===== config.mk =====
export PLATFORM = sky130hd
export DESIGN_NAME = osct_ctrl
export DESIGN_NICKNAME = d
export VERILOG_FILES = /design/src/hdl/osct_pkg.sv /design/src/hdl/osct_ctrl.sv
export SDC_FILE = /design/constraint.sdc
export NUM_CORES = 1
export LEC_CHECK = 0
export BUFFER_PORTS_ARGS = -buffer_cell sky130_fd_sc_hd__clkbuf_2
export CAP_MARGIN = 10
export CELL_PAD_IN_SITES_DETAIL_PLACEMENT = 2
export CELL_PAD_IN_SITES_GLOBAL_PLACEMENT = 2
export CORE_MARGIN = 2
export CORE_UTILIZATION = 22
export CTS_CLUSTER_DIAMETER = 150
export CTS_CLUSTER_SIZE = 25
export DETAILED_ROUTE_END_ITERATION = 10
export GPL_TIMING_DRIVEN = 0
export PLACE_DENSITY_LB_ADDON = 0.1
export SKIP_CTS_REPAIR_TIMING = 1
export SLEW_MARGIN = 0
export SYNTH_ARGS = -nofsm -noshare
export SYNTH_HDL_FRONTEND = slang
export SYNTH_SLANG_ARGS = --single-unit
export TNS_END_PERCENT = 1

===== constraint.sdc =====
create_clock -name i_clk -period 2 [get_ports i_clk]
set_clock_uncertainty 0.05 [all_clocks]
set_input_delay 0.4 -clock i_clk [delete_from_list [all_inputs] [get_ports i_clk]]
set_output_delay 0.4 -clock i_clk [all_outputs]
set_load 0.01 [all_outputs]

===== src/hdl/osct_pkg.sv =====
package osct_pkg;

    // Tree geometry
    localparam int UNIVERSE = 1024;
    localparam int LEVELS   = $clog2(UNIVERSE);
    localparam int POS_W    = LEVELS;
    localparam int RANK_W   = LEVELS + 1;
    localparam int CNT_W    = LEVELS + 1;
    localparam int ADDR_W   = LEVELS + 1;
    localparam int DEPTH    = 2 ** ADDR_W;
    localparam int LVL_W    = $clog2(LEVELS + 2);

    // Operation and status codes
    localparam logic OP_INSERT = 1'b0;
    localparam logic OP_QUERY  = 1'b1;
    localparam logic ST_FOUND  = 1'b0;
    localparam logic ST_ERROR  = 1'b1;

    typedef struct packed {
        logic              operation;
        logic [POS_W-1:0]  position;
        logic [RANK_W-1:0] rank;
    } t_item;

    typedef struct packed {
        logic [POS_W-1:0] found_position;
        logic             status;
    } t_result;

    typedef enum logic [2:0] {
        S_CLEAR,
        S_IDLE,
        S_INS_LEAF,
        S_INS_CHK,
        S_INS_UPD,
        S_QRY_ROOT,
        S_QRY_CHK,
        S_QRY_WALK
    } t_state;

    // Read address source
    typedef enum logic [2:0] {
        RD_LEAF,
        RD_PATH,
        RD_ROOT,
        RD_CHILD,
        RD_NEXT
    } t_rd_src;

    // Controller to datapath
    typedef struct packed {
        logic    cap;
        logic    clr_wr;
        logic    inc_wr;
        logic    rd_en;
        t_rd_src rd_src;
        logic    lvl_inc;
        logic    walk_step;
        logic    res_err;
        logic    res_ok;
    } t_cmd;

    // Datapath to controller
    typedef struct packed {
        logic clr_last;
        logic leaf_set;
        logic root_bad;
        logic lvl_more;
        logic walk_last;
    } t_stat;

endpackage


===== src/hdl/osct_ctrl.sv =====
module osct_ctrl (
    input  logic           i_clk,
    input  logic           i_rst_n,
    input  logic           start,
    input  logic           i_op,
    input  osct_pkg::t_stat i_stat,
    output osct_pkg::t_cmd  o_cmd,
    output logic           busy
);
    import osct_pkg::*;

    t_state r_state;
    t_state n_state;

    // State register
    always_ff @(posedge i_clk) begin
        if (!i_rst_n) begin
            r_state <= S_CLEAR;
        end else begin
            r_state <= n_state;
        end
    end

    // Next state and commands
    always_comb begin
        n_state = r_state;
        o_cmd   = '0;
        o_cmd.rd_src = RD_LEAF;
        busy    = 1'b1;
        case (r_state)
            S_CLEAR: begin
                o_cmd.clr_wr = 1'b1;
                if (i_stat.clr_last) begin
                    n_state = S_IDLE;
                end
            end
            S_IDLE: begin
                busy = 1'b0;
                if (start) begin
                    o_cmd.cap = 1'b1;
                    n_state = (i_op == OP_QUERY) ? S_QRY_ROOT : S_INS_LEAF;
                end
            end
            S_INS_LEAF: begin
                o_cmd.rd_en  = 1'b1;
                o_cmd.rd_src = RD_LEAF;
                n_state = S_INS_CHK;
            end
            S_INS_CHK: begin
                // already marked: nothing to update
                if (i_stat.leaf_set) begin
                    n_state = S_IDLE;
                end else begin
                    o_cmd.rd_en   = 1'b1;
                    o_cmd.rd_src  = RD_PATH;
                    o_cmd.lvl_inc = 1'b1;
                    n_state = S_INS_UPD;
                end
            end
            S_INS_UPD: begin
                // write back the node read last cycle, read the next level down
                o_cmd.inc_wr = 1'b1;
                if (i_stat.lvl_more) begin
                    o_cmd.rd_en   = 1'b1;
                    o_cmd.rd_src  = RD_PATH;
                    o_cmd.lvl_inc = 1'b1;
                end else begin
                    n_state = S_IDLE;
                end
            end
            S_QRY_ROOT: begin
                o_cmd.rd_en  = 1'b1;
                o_cmd.rd_src = RD_ROOT;
                n_state = S_QRY_CHK;
            end
            S_QRY_CHK: begin
                if (i_stat.root_bad) begin
                    o_cmd.res_err = 1'b1;
                    n_state = S_IDLE;
                end else begin
                    o_cmd.rd_en  = 1'b1;
                    o_cmd.rd_src = RD_CHILD;
                    n_state = S_QRY_WALK;
                end
            end
            S_QRY_WALK: begin
                o_cmd.walk_step = 1'b1;
                o_cmd.lvl_inc   = 1'b1;
                if (i_stat.walk_last) begin
                    o_cmd.res_ok = 1'b1;
                    n_state = S_IDLE;
                end else begin
                    o_cmd.rd_en  = 1'b1;
                    o_cmd.rd_src = RD_NEXT;
                end
            end
            default: begin
                n_state = S_CLEAR;
            end
        endcase
    end

endmodule


# Word level (Yosys, flattened, before mapping)
# Cells that the tools add are included.
# op_classes
n_eq_ne	11
mux	24
reduce_logical	2
# ops
op	count
$pmux W3 S8	1
$pmux W4 S6	1
$mux W3	7
$eq A3 B3 Y1 const B	4
$mux W1	10
$mux W5	2
$mux W4	2
$ne A2 B2 Y1 const B	4
$eq A3 B2 Y1 const B	2
$reduce_and A4 Y1	1
$eq A3 B1 Y1 const B	1
$logic_not A3 Y1	1
$pmux W1 S3	1
# totals
ff_bits	3
input_bits	9
word_cells	38

# Longest topological paths before layout
# Gate-level depths: netlist (run 1).
# logic_depth
depth_word	3
ltp_mapped	5
mapped_depth_nobuf	3

# Worst setup path before layout (run 1)
# No wires, ideal clock.
# synth_timing
path_kind	reg2out
from	register r_state[0]
to	output o_cmd[4] in the netlist's numbering
arrival_ps	1060
t_required_ps	1550
slack_ps	490
stages_incl_launch_ff	3
path_buffers	0
cell_sequence	dfxtp_1 -> and4bb_4 -> or3_1
# synth_lines
item	line	rtl
start, declared	osct_ctrl.sv:12	t_state r_state;
start signal, assigned	osct_ctrl.sv:20	r_state <= n_state;
end, declared	osct_ctrl.sv:7	output osct_pkg::t_cmd o_cmd,

==> results of run 1 <==
Yosys cell counts, types with 2 or more instances:
cell type / instances
a21oi_1: 4
buf_2: 4
nor2_1: 4
dfxtp_1: 3
o21ai_0: 3
and2_1: 2
and3_1: 2
nand2_1: 2
nor2b_1: 2
final timing paths:
kind | start | endpoint | slack, ns | depth (start not counted)
min | i_rst_n | r_state[0] | 0.37 | 2
min reg2reg | r_state[1] | r_state[1] | 0.73 | 3
max reg2reg | r_state[1] | r_state[2] | 0.67 | 4
max | r_state[1] | o_cmd[4] | 0.12 | 4
cell type report:
class | count | share of cell area (%)
sequential | 3 | 11.9
tap | 16 | 3.89
inverter | 1 | 0.730
buffer | 5 | 5.84
timing repair buffer | 20 | 19.5
clock buffer | 4 | 5.11
multi-input combinational | 39 | 53.0
per-layer routing:
metal / wire length, µm / GRT usage (%) / share of wire, % / vias up
li1: - / - / - / 232
met1: 610 / 18.7 / 48 / 214
met2: 606 / 24.9 / 47 / 14
met3: 67 / 3.67 / 5.2 / 0
met4: 0 / 1.82 / 0 / 0
met5: 0 / 0 / 0 / -
power breakdown:
part | internal, mW | total, mW | switching (mW)
Combinational | 0.0325 | 0.0705 | 0.0380
Clock | 0.0748 | 0.107 | 0.0325
Sequential | 0.0641 | 0.0690 | 0.00491
Total | 0.171 | 0.247 | 0.0755
layout by cell type (no fill, tap or decap), drive strengths merged, types with 2 or more instances in the layout:
master	synthesis	final
nor2b	2	2
and2	2	2
nor2	4	4
clkbuf	0	25
and4bb	3	3
nand2	2	2
o21ai	3	3
a21oi	4	4
buf	5	4
and3	2	2
and4b	2	2
dfxtp	3	3
worst reg2reg max path: stages, from the launching register on:
cell      delay (ns)
dfxtp_1         0.29
buf_2           0.18
and4bb_4        0.23
nor4_1          0.33
a221oi_1        0.12
cell families (layout without fill, tap and decap cells):
logic type	Yosys count	count (layout)	synth area share, %
compound gates	15	15	28.2
simple gates	24	24	46.7
buf+inv	6	30	8.59
flops	3	3	16.5
==> results_dict.tcl, run 1 <==
set metrics [dict create \
    layout-area-overhead-vs-synth_pct 41.2 \
    grt_pass1_vias 455 \
    setup_violations 0 \
    fillers 197 \
    critical-path-max-stage-delay_ns 0.36 \
    drt_iter0_markers 12 \
    dieHeight_um 44.7 \
    synth_async_sr_flop_share_pct 0 \
    route.antenna.remaining_nets 0 \
    largest_reg_flops 3 \
    powerDensity_nw_per_um2 480 \
    post_layout_utilization_of_the_core_pct 33.7 \
    postLayoutSetupSlackWorst_ns 0.121 \
    timing.critical_path.buf_inv 2 \
    cp_top_delay_family "simple AND/OR/NAND/NOR gates" \
    worstPathCellList "buf_2 > and4bb_4 > or3_1 > clkbuf_2" \
    synth_seq_area_share_pct 16.5 \
    status "finished clean" \
    peakVddDrop_mv 0.338 \
    netlist-cell-type-count 31 \
    top_regs "r_state x3" \
    totalNegativeSetupSlack_ns 0 \
    synthesized_cell_area_um2 364 \
    ys.flop_type "dfxtp_1" \
    grt_first_pass_wirelength_mm 2.16 \
    final.min_clock_period_ns 1.88 \
    timing.final.crit_share_pct 94.0 \
    worst_ep_arrival_time_ns 1.43 \
    synth_top_cells_by_area "dfxtp_1 (16%), a21oi_1 (5.5%), buf_2 (5.5%)" \
    final.hold.worst_slack_ns 0.368 \
    chipWidth_um 44.7 \
    synth_seq_cells 3 \
    timing.slew.headroom_pct 79.4 \
    cp_slowest_cell "or3_1" \
    dp_hpwl_um 958 \
    netlist.top_cell.by_area "dfxtp_1" \
    die-area_um2 2000 \
    syn_nets 57 \
    cts_tree "yes" \
    yosys_warnings 0 \
    worst-endpoint-required_ns 1.55 \
    dpl-instance-area_um2 484 \
    cts.clk_slew.worst_paths_ns 0.04 \
    cts.sinks 3 \
    gpl.final_weighted_congestion 0.704 \
    final_area_um2 514 \
    dp_worst_setup_slack_ns 0.311 \
    clock_path_buffers 2 \
    grt_start_max_net_pins 11 \
    dr_total_vias 460 \
    startpoint_to_endpoint_class_of_the_critical_path "register to output pin" \
    total_drc_errors_in_the_routed_layout 0 \
    cts_inserted_buffers 3 \
    cts_root_buf "clkbuf_4" \
    drv.max_cap_violation_count 0 \
    inserted_diodes 0 \
    fin_cells 88 \
    slew_violations 0 \
    grt_antenna_before_repair 0 \
    max_flop_register "r_state" \
    hold_path.class "primary input to register" \
    insertion_delay_to_the_later_sink_of_the_worst_skew_pair_ns 0.23 \
    numPortBuffers 20 \
    critPathMaxFanout 10 \
    dpl.cell_count 84 \
    htreeDepth 1 \
    grt_overflow_total 0 \
    startpoint_type "register" \
    drt_first_pass_iters 3 \
    initial_core_utilization_pct 23.9 \
    io-pin-count 21 \
    synth.top_cell.area_share_pct 16.5 \
    max_freq_ghz 0.532 \
    syn_area_per_cell_um2 7.59 \
    floorplan.core_area_um2 1520 \
    post_synth_inst_count 48 \
    grt_setup_unrepaired "false" \
    fin_nets 82 \
    finalPower_uw 247 \
    drive_gt1_share_pct 47.2 \
    vias_per_cell 5.23 \
    ff_latch_area_um2 61.3 \
    grt_usage_pct 14.6 \
    setup.worst_path.end_class "output pin" \
    multi_input_area_um2 273 \
    p_leak_nw 0.261 \
    rows 14 \
    tightest_slew_ns 0.305 \
    number_of_flops_mapped_to_enable_cells_by_yosys 0 \
    finalHoldViolCount 0 \
    avgRoutedWirePerCell_um 14.6 \
    wirelength_mm 1.28 \
]
(Power assumes the default switching activity.)
==> run 2: changes to the inputs <==
--- a/config.mk
+++ b/config.mk
@@ -7,15 +7,12 @@
 export LEC_CHECK = 0
 export BUFFER_PORTS_ARGS = -buffer_cell sky130_fd_sc_hd__clkbuf_2
 export CAP_MARGIN = 10
-export CELL_PAD_IN_SITES_DETAIL_PLACEMENT = 2
-export CELL_PAD_IN_SITES_GLOBAL_PLACEMENT = 2
-export CORE_MARGIN = 2
-export CORE_UTILIZATION = 22
+export CORE_AREA = 2 2 39 41
 export CTS_CLUSTER_DIAMETER = 150
 export CTS_CLUSTER_SIZE = 25
 export DETAILED_ROUTE_END_ITERATION = 10
+export DIE_AREA = 0 0 41 43
 export GPL_TIMING_DRIVEN = 0
-export PLACE_DENSITY_LB_ADDON = 0.1
 export SKIP_CTS_REPAIR_TIMING = 1
 export SLEW_MARGIN = 0
 export SYNTH_ARGS = -nofsm -noshare
==> run 2 against run 1 <==
  * Worst setup slack about the same
  * Fmax about the same
  * Combinational power decreased by 3%
  * Non-clock buffer count unchanged
  * Die area decreased by 12%
  * Critical path type unchanged
==> results_dict.tcl, run 2 (synthesis results as in run 1) <==
set metrics [dict create \
    timing.critical_path.buf_inv 2 \
    grt_start_max_net_pins 11 \
    drt_iter0_markers 6 \
    hold_path.class "primary input to register" \
    drive_gt1_share_pct 47.2 \
    startpoint_to_endpoint_class_of_the_critical_path "register to output pin" \
    cts_root_buf "clkbuf_4" \
    final.min_clock_period_ns 1.88 \
    slew_violations 0 \
    p_leak_nw 0.261 \
    dieHeight_um 43 \
    cts.sinks 3 \
    top_regs "r_state x3" \
    wirelength_mm 1.05 \
    gpl.final_weighted_congestion 0.729 \
    cts_inserted_buffers 3 \
    worst-endpoint-required_ns 1.55 \
    mostFrequentLayoutCell "clkbuf_2" \
    numPortBuffers 20 \
    io-pin-count 21 \
    timing.reg2reg.setup_slack_ns 0.73 \
    post_layout_utilization_of_the_core_pct 37.2 \
    cts.clk_slew.worst_paths_ns 0.04 \
    powerDensity_nw_per_um2 474 \
    max_freq_ghz 0.532 \
    htreeDepth 1 \
    grt_overflow_total 0 \
    cp_top_delay_family "simple AND/OR/NAND/NOR gates" \
    vias_per_cell 5.14 \
    die-area_um2 1760 \
    peakVddDrop_mv 0.267 \
    largest_reg_flops 3 \
    r2r.worst_path.cells 4 \
    startpoint_type "register" \
    cts_tree "yes" \
    timing.slew.headroom_pct 76.4 \
    layout-area-overhead-vs-synth_pct 41.2 \
    critPathMaxFanout 10 \
    setup_violations 0 \
    clock_path_buffers 2 \
    initial_core_utilization_pct 26.3 \
    ff_latch_area_um2 61.3 \
    insertion_delay_to_the_later_sink_of_the_worst_skew_pair_ns 0.23 \
    max_flop_register "r_state" \
    totalNegativeSetupSlack_ns 0 \
    postLayoutSetupSlackWorst_ns 0.121 \
    cp_slowest_cell "or3_1" \
    total_drc_errors_in_the_routed_layout 0 \
    grt_pass1_vias 362 \
    dp_hpwl_um 787 \
    grt_first_pass_wirelength_mm 1.57 \
    grt_setup_unrepaired "false" \
    dpl.cell_count 84 \
    worstPathCellList "buf_4 > and4bb_2 > or3_1 > clkbuf_2" \
    terminus_of_the_critical_flop_to_flop_path "r_state[2]" \
    finalHoldViolCount 0 \
    worstSetupStartpoint "r_state[2]" \
    dp_worst_setup_slack_ns 0.304 \
    critical-path-max-stage-delay_ns 0.35 \
    crit_cells 4 \
    drt_first_pass_iters 2 \
    avgRoutedWirePerCell_um 11.9 \
    rows 14 \
    fin_nets 82 \
    tightest_slew_ns 0.350 \
    timing.critical_path.to "o_cmd[4]" \
    route.antenna.remaining_nets 0 \
    drv.max_cap_violation_count 0 \
    status "finished clean" \
    final_cell_mix "clkbuf_2 (20), clkbuf_4 (4), nor2_1 (4), a21oi_1 (4)" \
    grt_usage_pct 12.6 \
    grt_antenna_before_repair 0 \
    worstReg2RegStart "r_state[2]" \
    setup.worst_path.end_class "output pin" \
    dr_total_vias 452 \
    fin_cells 88 \
    fillers 162 \
    multi_input_area_um2 273 \
    timing.final.crit_share_pct 94.0 \
    inserted_diodes 0 \
    floorplan.core_area_um2 1380 \
    chipWidth_um 41 \
    worst_ep_arrival_time_ns 1.43 \
]
==> run 2: cell counts in the layout (fill, tap and decap cells not counted) <==
No cell type changed its count.
==> run 2: worst reg2reg max path, stage by stage (launching register included) <==
cell      delay (ns)
dfxtp_1         0.34
buf_4           0.17
and4b_4         0.27
nor2_1          0.07
a221oi_1        0.28
==> run 2: worst min path at each step <==
| stage | from | endpoint | slack (ns) | cells past startpoint |
|---|---|---|---|---|
| global placement | i_rst_n | r_state[2] | 0.60 | 3 |
| global route | i_rst_n | r_state[0] | 0.34 | 2 |
| floorplan | i_rst_n | r_state[2] | 0.47 | 2 |
| CTS | i_rst_n | r_state[2] | 0.36 | 3 |
| detailed placement | i_rst_n | r_state[1] | 0.61 | 2 |
| finish | i_rst_n | r_state[0] | 0.36 | 2 |
==> run 2: through the flow <==
stage | hold WS (ns) | total power [mW] | instance area [µm²]
3_3_place_gp | 0.601 | 0.136 | 484
4_1_cts | 0.359 | 0.249 | 510
3_5_place_dp | 0.608 | 0.137 | 484
6_report | 0.359 | 0.244 | 514
5_1_grt | 0.343 | 0.264 | 514
2_1_floorplan | 0.468 | 0.110 | 364
==> run 2: cell type report <==
type	count	area share (%)
inverter	1	0.730
timing repair buffer	20	19.5
buffer	5	5.84
multi-input combinational	39	53.0
sequential	3	11.9
clock buffer	4	5.11
tap	16	3.89
==> run 2: metal layers <==
layer | routed length [µm] | vias to the layer above | GRT usage [%]
li1 | - | 233 | -
met4 | 0 | 0 | 2.00
met1 | 492 | 208 | 18.6
met3 | 47 | 0 | 4.71
met5 | 0 | - | 0
met2 | 505 | 11 | 17.5
==> run 2: power by group <==
part,total [mW],leakage [nW],internal (mW),switching [mW]
Combinational,0.0687,0.222,0.0325,0.0363
Sequential,0.0689,0.0248,0.0641,0.00481
Clock,0.106,0.0150,0.0747,0.0314
